## config.mk

```make
export PLATFORM = sky130hd
export DESIGN_NAME = polar_to_screen_point_top
export DESIGN_NICKNAME = d
export VERILOG_FILES = /design/src/design/p2s_pkg.sv /design/src/design/p2s_trig.sv /design/src/design/p2s_axis.sv /design/src/design/polar_to_screen_point_top.sv
export SDC_FILE = /design/constraint.sdc
export NUM_CORES = 2
export LEC_CHECK = 0
export BUFFER_PORTS_ARGS = -buffer_cell sky130_fd_sc_hd__buf_4
export CAP_MARGIN = 20
export CORE_UTILIZATION = 62
export DETAILED_ROUTE_END_ITERATION = 16
export PLACE_DENSITY = 0.78
export REMOVE_ABC_BUFFERS = 1
export SETUP_SLACK_MARGIN = 0.5
export SLEW_MARGIN = 30
export SYNTH_ARGS = -nofsm -noshare
export SYNTH_HDL_FRONTEND = slang
export SYNTH_SLANG_ARGS = --single-unit
```

## constraint.sdc

```tcl
create_clock -name clk -period 10.1 [get_ports clk]
set_input_delay 2.02 -clock clk [delete_from_list [all_inputs] [get_ports clk]]
set_output_delay 2.02 -clock clk [all_outputs]
set_load 0.02 [all_outputs]
```

## src/design/p2s_pkg.sv

```systemverilog
package p2s_pkg;

	// Field widths of the input and result words.
	localparam int DIST_W    = 16;
	localparam int DIST_FRAC = 12;
	localparam int ANG_W     = 9;
	localparam int COORD_W   = 12;

	// Signed working width for the final offset and clamp.
	localparam int V_W = COORD_W + 1;

	// Configuration register widths and the write port.
	localparam int CX_W      = 7;
	localparam int CY_W      = 6;
	localparam int RANGE_W   = 4;
	localparam int CFG_W     = 7;
	localparam int CFG_IDX_W = 2;

	localparam logic [CFG_IDX_W-1:0] CFG_CENTER_X   = 2'd0;
	localparam logic [CFG_IDX_W-1:0] CFG_CENTER_Y   = 2'd1;
	localparam logic [CFG_IDX_W-1:0] CFG_FULL_RANGE = 2'd2;

	localparam logic [CX_W-1:0]    CENTER_X_RST   = 7'd64;
	localparam logic [CY_W-1:0]    CENTER_Y_RST   = 6'd32;
	localparam logic [RANGE_W-1:0] FULL_RANGE_RST = 4'd4;

	// Default fraction bits of the sine and cosine values.
	localparam int TRIG_FRAC_BITS_DEF = 15;

	// Angle handling: one quadrant spans 90 degrees.
	localparam int QUAD_DEG = 90;
	localparam int REM_W    = 7;
	localparam logic [ANG_W-1:0] FULL_TURN = 9'd360;
	localparam logic [ANG_W-1:0] DEG_90    = 9'd90;
	localparam logic [ANG_W-1:0] DEG_180   = 9'd180;
	localparam logic [ANG_W-1:0] DEG_270   = 9'd270;

	localparam logic [1:0] QUAD_I   = 2'd0;
	localparam logic [1:0] QUAD_II  = 2'd1;
	localparam logic [1:0] QUAD_III = 2'd2;
	localparam logic [1:0] QUAD_IV  = 2'd3;

	// The scaled coordinate before the range division stays below 2^11.
	localparam int SCALED_W = 11;

	// Reciprocal of the range in Q1.15 (floor), used for the division.
	localparam int RECIP_SHIFT = 15;
	localparam int RECIP_W     = 16;

	// pi/180 in Q0.32.
	localparam longint unsigned DEG_TO_RAD_Q32 = 64'd74961321;

	typedef struct packed {
		logic [DIST_W-1:0] distance;
		logic [ANG_W-1:0]  angle_deg;
		logic              last_point;
	} in_word_t;

	typedef struct packed {
		logic [COORD_W-1:0] x_coord;
		logic [COORD_W-1:0] y_coord;
		logic               last_out;
	} out_word_t;

	// Load enables of the axis pipeline stages.
	typedef struct packed {
		logic s2;
		logic s3;
		logic s4;
		logic s5;
		logic s6;
	} stage_en_t;

	// floor(2^15 / r); a range of zero behaves as one.
	function automatic logic [RECIP_W-1:0] recip(input logic [RANGE_W-1:0] r);
		logic [RECIP_W-1:0] m;
		unique case (r)
			4'd0:    m = 16'd32768;
			4'd1:    m = 16'd32768;
			4'd2:    m = 16'd16384;
			4'd3:    m = 16'd10922;
			4'd4:    m = 16'd8192;
			4'd5:    m = 16'd6553;
			4'd6:    m = 16'd5461;
			4'd7:    m = 16'd4681;
			4'd8:    m = 16'd4096;
			4'd9:    m = 16'd3640;
			4'd10:   m = 16'd3276;
			4'd11:   m = 16'd2978;
			4'd12:   m = 16'd2730;
			4'd13:   m = 16'd2520;
			4'd14:   m = 16'd2340;
			default: m = 16'd2184;
		endcase
		return m;
	endfunction

endpackage

```

## src/design/p2s_trig.sv

```systemverilog
module p2s_trig #(
	parameter int TRIG_FRAC_BITS = p2s_pkg::TRIG_FRAC_BITS_DEF
) (
	input  logic [p2s_pkg::REM_W-1:0] rem_deg,
	output logic [TRIG_FRAC_BITS:0]   sin_val,
	output logic [TRIG_FRAC_BITS:0]   cos_val
);
	import p2s_pkg::*;

	localparam int     TW   = TRIG_FRAC_BITS + 1;
	localparam longint HALF = longint'(1) << (29 - TRIG_FRAC_BITS);
	localparam int     RSH  = 30 - TRIG_FRAC_BITS;

	logic [TW-1:0] sin_rom [QUAD_DEG];
	logic [TW-1:0] cos_rom [QUAD_DEG];

	// Constant tables of sine and cosine over one quadrant. Each entry is a
	// Taylor series in Q2.30: every term is the previous one times x^2,
	// divided by its factor pair, and the sum is rounded to the table width.
	for (genvar g = 0; g < QUAD_DEG; g++) begin : g_rom
		localparam longint unsigned X  = (64'(g) * DEG_TO_RAD_Q32 + 64'd2) >> 2;
		localparam longint unsigned X2 = (X * X) >> 30;
		localparam longint unsigned S1 = ((X * X2) >> 30) / 64'd6;
		localparam longint unsigned S2 = ((S1 * X2) >> 30) / 64'd20;
		localparam longint unsigned S3 = ((S2 * X2) >> 30) / 64'd42;
		localparam longint unsigned S4 = ((S3 * X2) >> 30) / 64'd72;
		localparam longint unsigned S5 = ((S4 * X2) >> 30) / 64'd110;
		localparam longint unsigned S6 = ((S5 * X2) >> 30) / 64'd156;
		localparam longint unsigned C0 = 64'd1 << 30;
		localparam longint unsigned C1 = ((C0 * X2) >> 30) / 64'd2;
		localparam longint unsigned C2 = ((C1 * X2) >> 30) / 64'd12;
		localparam longint unsigned C3 = ((C2 * X2) >> 30) / 64'd30;
		localparam longint unsigned C4 = ((C3 * X2) >> 30) / 64'd56;
		localparam longint unsigned C5 = ((C4 * X2) >> 30) / 64'd90;
		localparam longint unsigned C6 = ((C5 * X2) >> 30) / 64'd132;
		localparam longint unsigned C7 = ((C6 * X2) >> 30) / 64'd182;
		localparam longint S_SUM = longint'(X) - longint'(S1) + longint'(S2)
			- longint'(S3) + longint'(S4) - longint'(S5) + longint'(S6);
		localparam longint C_SUM = longint'(C0) - longint'(C1) + longint'(C2)
			- longint'(C3) + longint'(C4) - longint'(C5) + longint'(C6)
			- longint'(C7);
		localparam longint S_POS = (S_SUM < 0) ? longint'(0) : S_SUM;
		localparam longint C_POS = (C_SUM < 0) ? longint'(0) : C_SUM;
		localparam longint SIN_V = (S_POS + HALF) >>> RSH;
		localparam longint COS_V = (C_POS + HALF) >>> RSH;
		assign sin_rom[g] = SIN_V[TW-1:0];
		assign cos_rom[g] = COS_V[TW-1:0];
	end

	// The remainder is always below 90.
	assign sin_val = sin_rom[rem_deg];
	assign cos_val = cos_rom[rem_deg];

endmodule

```

## src/design/p2s_axis.sv

```systemverilog
module p2s_axis #(
	parameter int TRIG_FRAC_BITS = p2s_pkg::TRIG_FRAC_BITS_DEF
) (
	input  logic                          clk,
	input  p2s_pkg::stage_en_t            en,
	input  logic [p2s_pkg::DIST_W-1:0]    dist_s1,
	input  logic [TRIG_FRAC_BITS:0]       mag_s1,
	input  logic                          neg_s1,
	input  logic [p2s_pkg::CX_W-1:0]      centre,
	input  logic [p2s_pkg::RANGE_W-1:0]   range,
	output logic [p2s_pkg::COORD_W-1:0]   coord_s6
);
	import p2s_pkg::*;

	localparam int TW     = TRIG_FRAC_BITS + 1;
	localparam int PROD_W = DIST_W + TW;
	localparam int FULL_W = PROD_W + CX_W;
	localparam int SHIFT  = DIST_FRAC + TRIG_FRAC_BITS;
	localparam int RP_W   = SCALED_W + RECIP_W;
	localparam int QR_W   = SCALED_W + RANGE_W;

	logic [PROD_W-1:0]   prod_s2;
	logic                neg_s2;
	logic [FULL_W-1:0]   full;
	logic [SCALED_W-1:0] scaled_s3;
	logic                neg_s3;
	logic [RP_W-1:0]     rprod;
	logic [SCALED_W-1:0] scaled_s4;
	logic [SCALED_W-1:0] q0_s4;
	logic                neg_s4;
	logic [QR_W-1:0]     qr;
	logic [QR_W-1:0]     rem;
	logic [SCALED_W-1:0] q_s5;
	logic                neg_s5;
	logic [V_W-1:0]      base;
	logic [V_W-1:0]      v;

	// Stage 2: distance times the magnitude of sine or cosine.
	always_ff @(posedge clk) begin
		if (en.s2) begin
			prod_s2 <= PROD_W'(dist_s1) * PROD_W'(mag_s1);
			neg_s2 <= neg_s1;
		end
	end

	// Stage 3: scale by the centre coordinate and drop the fraction bits.
	assign full = FULL_W'(prod_s2) * FULL_W'(centre);

	always_ff @(posedge clk) begin
		if (en.s3) begin
			scaled_s3 <= full[SHIFT +: SCALED_W];
			neg_s3 <= neg_s2;
		end
	end

	// Stage 4: quotient estimate from the reciprocal of the range; it is
	// either exact or one short.
	assign rprod = RP_W'(scaled_s3) * RP_W'(recip(range));

	always_ff @(posedge clk) begin
		if (en.s4) begin
			q0_s4 <= rprod[RECIP_SHIFT +: SCALED_W];
			scaled_s4 <= scaled_s3;
			neg_s4 <= neg_s3;
		end
	end

	// Stage 5: correct the estimate when the remainder reaches the range.
	assign qr = QR_W'(q0_s4) * QR_W'(range);
	assign rem = QR_W'(scaled_s4) - qr;

	always_ff @(posedge clk) begin
		if (en.s5) begin
			q_s5 <= (rem >= QR_W'(range)) ? q0_s4 + SCALED_W'(1) : q0_s4;
			neg_s5 <= neg_s4;
		end
	end

	// Stage 6: offset from the centre minus one and clamp negative results at zero.
	assign base = V_W'(centre) - V_W'(1);
	assign v = neg_s5 ? base - V_W'(q_s5) : base + V_W'(q_s5);

	always_ff @(posedge clk) begin
		if (en.s6) begin
			coord_s6 <= v[V_W-1] ? '0 : v[COORD_W-1:0];
		end
	end

endmodule

```

## src/design/polar_to_screen_point_top.sv

```systemverilog
// A word accepted at the input passes through the stage registers s1 to s6
// and shows on out_data from s6; one word per cycle in steady state while the
// output is not stalled.
// The six stages are the angle table lookup, two scaling multipliers and a
// reciprocal divide with its correction and final offset.
// Reset clears all stage valid bits and loads the default center and range.
module polar_to_screen_point_top #(
	parameter int TRIG_FRAC_BITS = p2s_pkg::TRIG_FRAC_BITS_DEF
) (
	input  logic                           clk,
	input  logic                           arst_n,
	input  logic                           in_valid,
	output logic                           in_stall,
	input  p2s_pkg::in_word_t              in_data,
	output logic                           out_valid,
	input  logic                           out_stall,
	output p2s_pkg::out_word_t             out_data,
	input  logic                           cfg_we,
	input  logic [p2s_pkg::CFG_IDX_W-1:0]  cfg_index,
	input  logic [p2s_pkg::CFG_W-1:0]      cfg_wdata
);
	import p2s_pkg::*;

	localparam int TW = TRIG_FRAC_BITS + 1;

	logic [CX_W-1:0]    center_x_q;
	logic [CY_W-1:0]    center_y_q;
	logic [RANGE_W-1:0] full_range_q;
	logic [RANGE_W-1:0] range_eff;

	logic valid_s1, valid_s2, valid_s3, valid_s4, valid_s5, valid_s6;
	logic en_s1;
	stage_en_t en;

	logic [ANG_W-1:0] ang_mod;
	logic [ANG_W-1:0] rem_full;
	logic [1:0]       quad;
	logic [TW-1:0]    sin_val;
	logic [TW-1:0]    cos_val;

	logic [DIST_W-1:0] dist_s1;
	logic [TW-1:0]     mag_x_s1;
	logic [TW-1:0]     mag_y_s1;
	logic              neg_x_s1;
	logic              neg_y_s1;
	logic last_s1, last_s2, last_s3, last_s4, last_s5, last_s6;

	logic [COORD_W-1:0] x_s6;
	logic [COORD_W-1:0] y_s6;

	// Configuration registers.
	always_ff @(posedge clk or negedge arst_n) begin
		if (!arst_n) begin
			center_x_q <= CENTER_X_RST;
			center_y_q <= CENTER_Y_RST;
			full_range_q <= FULL_RANGE_RST;
		end else if (cfg_we) begin
			unique case (cfg_index)
				CFG_CENTER_X:   center_x_q <= cfg_wdata[CX_W-1:0];
				CFG_CENTER_Y:   center_y_q <= cfg_wdata[CY_W-1:0];
				CFG_FULL_RANGE: full_range_q <= cfg_wdata[RANGE_W-1:0];
				default: ;
			endcase
		end
	end

	// A range of zero divides as one.
	assign range_eff = (full_range_q == '0) ? RANGE_W'(1) : full_range_q;

	// Stage enables: a stage loads when it is empty or its word moves on.
	assign en.s6 = !valid_s6 || !out_stall;
	assign en.s5 = !valid_s5 || en.s6;
	assign en.s4 = !valid_s4 || en.s5;
	assign en.s3 = !valid_s3 || en.s4;
	assign en.s2 = !valid_s2 || en.s3;
	assign en_s1 = !valid_s1 || en.s2;
	assign in_stall = !en_s1;

	always_ff @(posedge clk or negedge arst_n) begin
		if (!arst_n) begin
			valid_s1 <= 1'b0;
			valid_s2 <= 1'b0;
			valid_s3 <= 1'b0;
			valid_s4 <= 1'b0;
			valid_s5 <= 1'b0;
			valid_s6 <= 1'b0;
		end else begin
			if (en_s1) valid_s1 <= in_valid;
			if (en.s2) valid_s2 <= valid_s1;
			if (en.s3) valid_s3 <= valid_s2;
			if (en.s4) valid_s4 <= valid_s3;
			if (en.s5) valid_s5 <= valid_s4;
			if (en.s6) valid_s6 <= valid_s5;
		end
	end

	// Fold the angle into one turn, then split into quadrant and remainder.
	assign ang_mod = (in_data.angle_deg >= FULL_TURN) ?
		in_data.angle_deg - FULL_TURN : in_data.angle_deg;

	always_comb begin
		priority if (ang_mod < DEG_90) begin
			quad = QUAD_I;
			rem_full = ang_mod;
		end else if (ang_mod < DEG_180) begin
			quad = QUAD_II;
			rem_full = ang_mod - DEG_90;
		end else if (ang_mod < DEG_270) begin
			quad = QUAD_III;
			rem_full = ang_mod - DEG_180;
		end else begin
			quad = QUAD_IV;
			rem_full = ang_mod - DEG_270;
		end
	end

	p2s_trig #(
		.TRIG_FRAC_BITS(TRIG_FRAC_BITS)
	) u_trig (
		.rem_deg(rem_full[REM_W-1:0]),
		.sin_val(sin_val),
		.cos_val(cos_val)
	);

	// Stage 1: magnitude and sign of cosine (x) and sine (y) per quadrant.
	always_ff @(posedge clk) begin
		if (en_s1) begin
			dist_s1 <= in_data.distance;
			last_s1 <= in_data.last_point;
			unique case (quad)
				QUAD_I: begin
					mag_x_s1 <= cos_val;
					neg_x_s1 <= 1'b0;
					mag_y_s1 <= sin_val;
					neg_y_s1 <= 1'b0;
				end
				QUAD_II: begin
					mag_x_s1 <= sin_val;
					neg_x_s1 <= 1'b1;
					mag_y_s1 <= cos_val;
					neg_y_s1 <= 1'b0;
				end
				QUAD_III: begin
					mag_x_s1 <= cos_val;
					neg_x_s1 <= 1'b1;
					mag_y_s1 <= sin_val;
					neg_y_s1 <= 1'b1;
				end
				default: begin
					mag_x_s1 <= sin_val;
					neg_x_s1 <= 1'b0;
					mag_y_s1 <= cos_val;
					neg_y_s1 <= 1'b1;
				end
			endcase
		end
	end

	// The last-point flag rides along with the word.
	always_ff @(posedge clk) begin
		if (en.s2) last_s2 <= last_s1;
		if (en.s3) last_s3 <= last_s2;
		if (en.s4) last_s4 <= last_s3;
		if (en.s5) last_s5 <= last_s4;
		if (en.s6) last_s6 <= last_s5;
	end

	p2s_axis #(
		.TRIG_FRAC_BITS(TRIG_FRAC_BITS)
	) u_axis_x (
		.clk(clk),
		.en(en),
		.dist_s1(dist_s1),
		.mag_s1(mag_x_s1),
		.neg_s1(neg_x_s1),
		.centre(center_x_q),
		.range(range_eff),
		.coord_s6(x_s6)
	);

	p2s_axis #(
		.TRIG_FRAC_BITS(TRIG_FRAC_BITS)
	) u_axis_y (
		.clk(clk),
		.en(en),
		.dist_s1(dist_s1),
		.mag_s1(mag_y_s1),
		.neg_s1(neg_y_s1),
		.centre(CX_W'(center_y_q)),
		.range(range_eff),
		.coord_s6(y_s6)
	);

	// Output word.
	assign out_valid = valid_s6;
	assign out_data.x_coord = x_s6;
	assign out_data.y_coord = y_s6;
	assign out_data.last_out = last_s6;

endmodule

```

==> metrics.md <==
| Metric | Value |
|---|---|
| Synth warn | 0 |
| Synth Cell Area | between 50,000 and 60,000 µm² |
| Worst slew margin | 0.315 |
| DRC viols | 0 |
| Unrepaired setup endpoints after global routing | false |
| Worst Path Arrival | between 8000 and 9000 ps |
| Routed WL per cell | 19.9 µm |
| Buffer and inverter count on the worst path | 4 |
| Worst-case clock buffer depth | 3 |
| Type of the worst min-delay path | register to register |
| Synth cell count leaders | 1,100 x nand2_1, 1,082 x inv_1, 957 x fa_1, 538 x ha_1, 416 x and2_1 |
| CP Capture Type | register |
| Clock sink count | 263 |
| Setup Skew | about 37 ps |
| Clock-pin slew on the worst setup and hold paths | 60 ps |
| Hold path cells | 0 |
| CP max FO | 34 |
| Simple-Gate Fraction of Synth Area | 0.167 |
| Htree depth | 2 |
| Boundary pin count | between 60 and 70 |
| Max cap viols | 0 |
| Cells after DPL | 7,099 |
| Vias per Instance | between 5 and 6 |
| First-pass GRT wire length | between 200 and 250 mm |
| Area grow syn2layout | 4.48% |
| Largest net degree at the start of global routing | 65 |
| Grt total ovfl | 0 |
| Status | complete, no violations |
| DP HPWL | roughly 110 mm |
| CP Class | register to register |
| Most used DFF post-synth | edfxtp_1 |
| # rows | 109 |
| Fmax | 0.119 GHz |
| RR Startpoint | full_range_q[2] |
| Synth top area share | 0.347 |
| DR vias | around 43k |
| Initial drt markers | about 3.7k |
| Postcts setup bufs | 0 |
| Post-Layout Cell Count | 7,162 |
| Full die area | about 90,000 µm² |
| Vias in the first global route | 45.0k |
| Worst-Skew Late Latency | 590 ps |
| Area contributors post-synth | fa_1 35%, edfxtp_1 13%, ha_1 12% |
| Final setup fails | 0 |
| Yosys cell types | 99 |
| Clk root buf | clkbuf_16 |
| Mux cell area share after synthesis | 0.0106 |
| Cells after Synth | 6,087 |
| Die height | between 300 and 400 µm |
| Cell taking the most area after synthesis | fa_1 |
| CORE AREA | about 88,000 µm² |
| Flop2flop setup slack | 1720 ps |
| Gpl congestion | about 0.98 |
| Sequential area share after synthesis | 0.141 |
| Final cycle utilization of the critical path | 0.830 |
| Antenna violations before repair | 3 |
| CP startpoint kind | register |
| # diodes | 0 |
| GRT Total Usage | 0.327 |
| Worst-Margin Slew | slightly above 1000 ps |
| CTS tree | yes |
| EDFF count, synth | 240 |
| Num CTS Buffers | 35 |
| Post-synthesis xor/xnor area fraction | 0.0300 |
| Final hold vios | 0 |
| Adder-Cell Fraction of Synth Area | 0.469 |
| Most frequent cell after synthesis | nand2_1 |
| Hold-fix buffer count after cts | 0 |
| Fillers | 7,034 |
| First drt pass iteration count | 6 |
| Share of cells above drive strength 1 | 0.0475 |
| Total negative slack | 0 ps |
| Delay-heaviest family, CP | compound AO/OA/AOI/OAI gates |
| Die width | 300 µm |
| Initial Utilization | 0.626 |
| Tmin final | 8380 ps |
| Compound-cell area share of the yosys netlist | 0.0872 |
| Critical path required time | ~10,000 ps |
| Main combinational cell family by area after synthesis | adder cells |
| Critical-path top delay cell | dfstp_2 |
| Buffers on Ports | 66 |
| Slowest stage delay, CP | 960 ps |
| Post-cts repair resize count | 0 |
| Nets@finish | 7,506 |
| WHS Endpoint | u_axis_y.neg_s4 |
| R2R cell count | 26 |
| Pins Over Slew Limit | 0 |
| Reg-to-reg endpoint | u_axis_y.q0_s4[10] |
| Post-Route WL | ~140 mm |
| Avg Inst Size Synth | 9.07 µm² |
| DRT antenna net count | 0 |
| Register bit total from synthesis | 263 |
| Hold Path Origin | u_axis_y.neg_s3 |
| Share of synthesized flip-flops with an asynchronous set or reset | 0.0875 |
==> cell type report <==
| type | count | area [µm²] | share of cell area |
|---|---|---|---|
| clock buffer | 38 | 907 | 0.0157 |
| clock inverter | 25 | 178 | 0.00308 |
| inverter | 1087 | 4080 | 0.0708 |
| multi-input combinational | 4445 | 42200 | 0.732 |
| sequential | 263 | 7790 | 0.135 |
| tap | 1165 | 1460 | 0.0253 |
| timing repair buffer | 139 | 1040 | 0.0181 |
==> worst max-delay path by stage <==
stage / startpoint / slack [ps] / end / depth (start not counted)
after floorplan: in_data[3] / 2330 / mag_x_s1[2] / 15
after global placement: in_data[1] / 1890 / mag_x_s1[11] / 18
after detailed placement: full_range_q[2] / 1800 / u_axis_y.q0_s4[10] / 22
after CTS: full_range_q[2] / 1780 / u_axis_y.q0_s4[10] / 22
after global routing: full_range_q[2] / 1100 / u_axis_y.q0_s4[10] / 26
final: full_range_q[2] / 1720 / u_axis_y.q0_s4[10] / 26
==> flip-flops by register name, indices dropped and copies added (netlist names), 12 cells and up <==
name	cells
dist_s1	16
mag_y_s1	16
u_axis_x.prod_s2	32
u_axis_x.coord_s6	12
u_axis_y.prod_s2	32
u_axis_y.coord_s6	12
mag_x_s1	16
==> cell usage in the layout (no fill, tap or decap), types with 20 or more instances in the layout <==
master / netlist / layout
nand2_1: 1100 / 1097
inv_1: 1082 / 1081
fa_1: 957 / 957
ha_1: 538 / 538
and2_1: 416 / 416
edfxtp_1: 240 / 240
nor2_1: 204 / 203
a21oi_1: 162 / 162
buf_4: 10 / 139
o21ai_0: 136 / 133
xnor2_1: 129 / 126
nor3_1: 80 / 77
a21o_1: 58 / 58
xor2_1: 57 / 57
nand3_1: 53 / 52
o211ai_1: 38 / 38
clkbuf_16: 0 / 35
nand2b_1: 31 / 31
a31oi_1: 30 / 30
mux2i_1: 27 / 27
o21a_1: 27 / 27
a211oi_1: 27 / 26
mux2_2: 26 / 26
and3_1: 23 / 23
o31ai_1: 22 / 22
nor2b_1: 22 / 22
dfrtp_1: 20 / 20
==> metrics by stage <==
step	cell area, µm²	utilization	setup WS, ps	hold WS, ps
after floorplan	54000	-	2330	400
after global placement	56600	0.641	1890	404
after detailed placement	56600	0.641	1800	410
after CTS	57700	0.653	1780	422
after global routing	57700	0.654	1100	436
final	57700	0.654	1720	419
==> cells by family after synthesis <==
| group | after synthesis |
|---|---|
| compound gates | 702 |
| fa+ha+maj | 1495 |
| mux | 54 |
| simple gates | 2007 |
| xor+xnor | 187 |
| buf+inv | 1379 |
| flops | 263 |
==> metal layers <==
layer	global-route usage	vias to the layer above	wire, µm
met4	0.146	0	6880
li1	-	18900	-
met5	0	-	0
met3	0.0476	450	11800
met2	0.542	2005	68200
met1	0.427	21500	55500
Power is left out: the tool's default activity adds up to more than one toggle a clock period on the data nets, which glitch-free logic cannot reach.
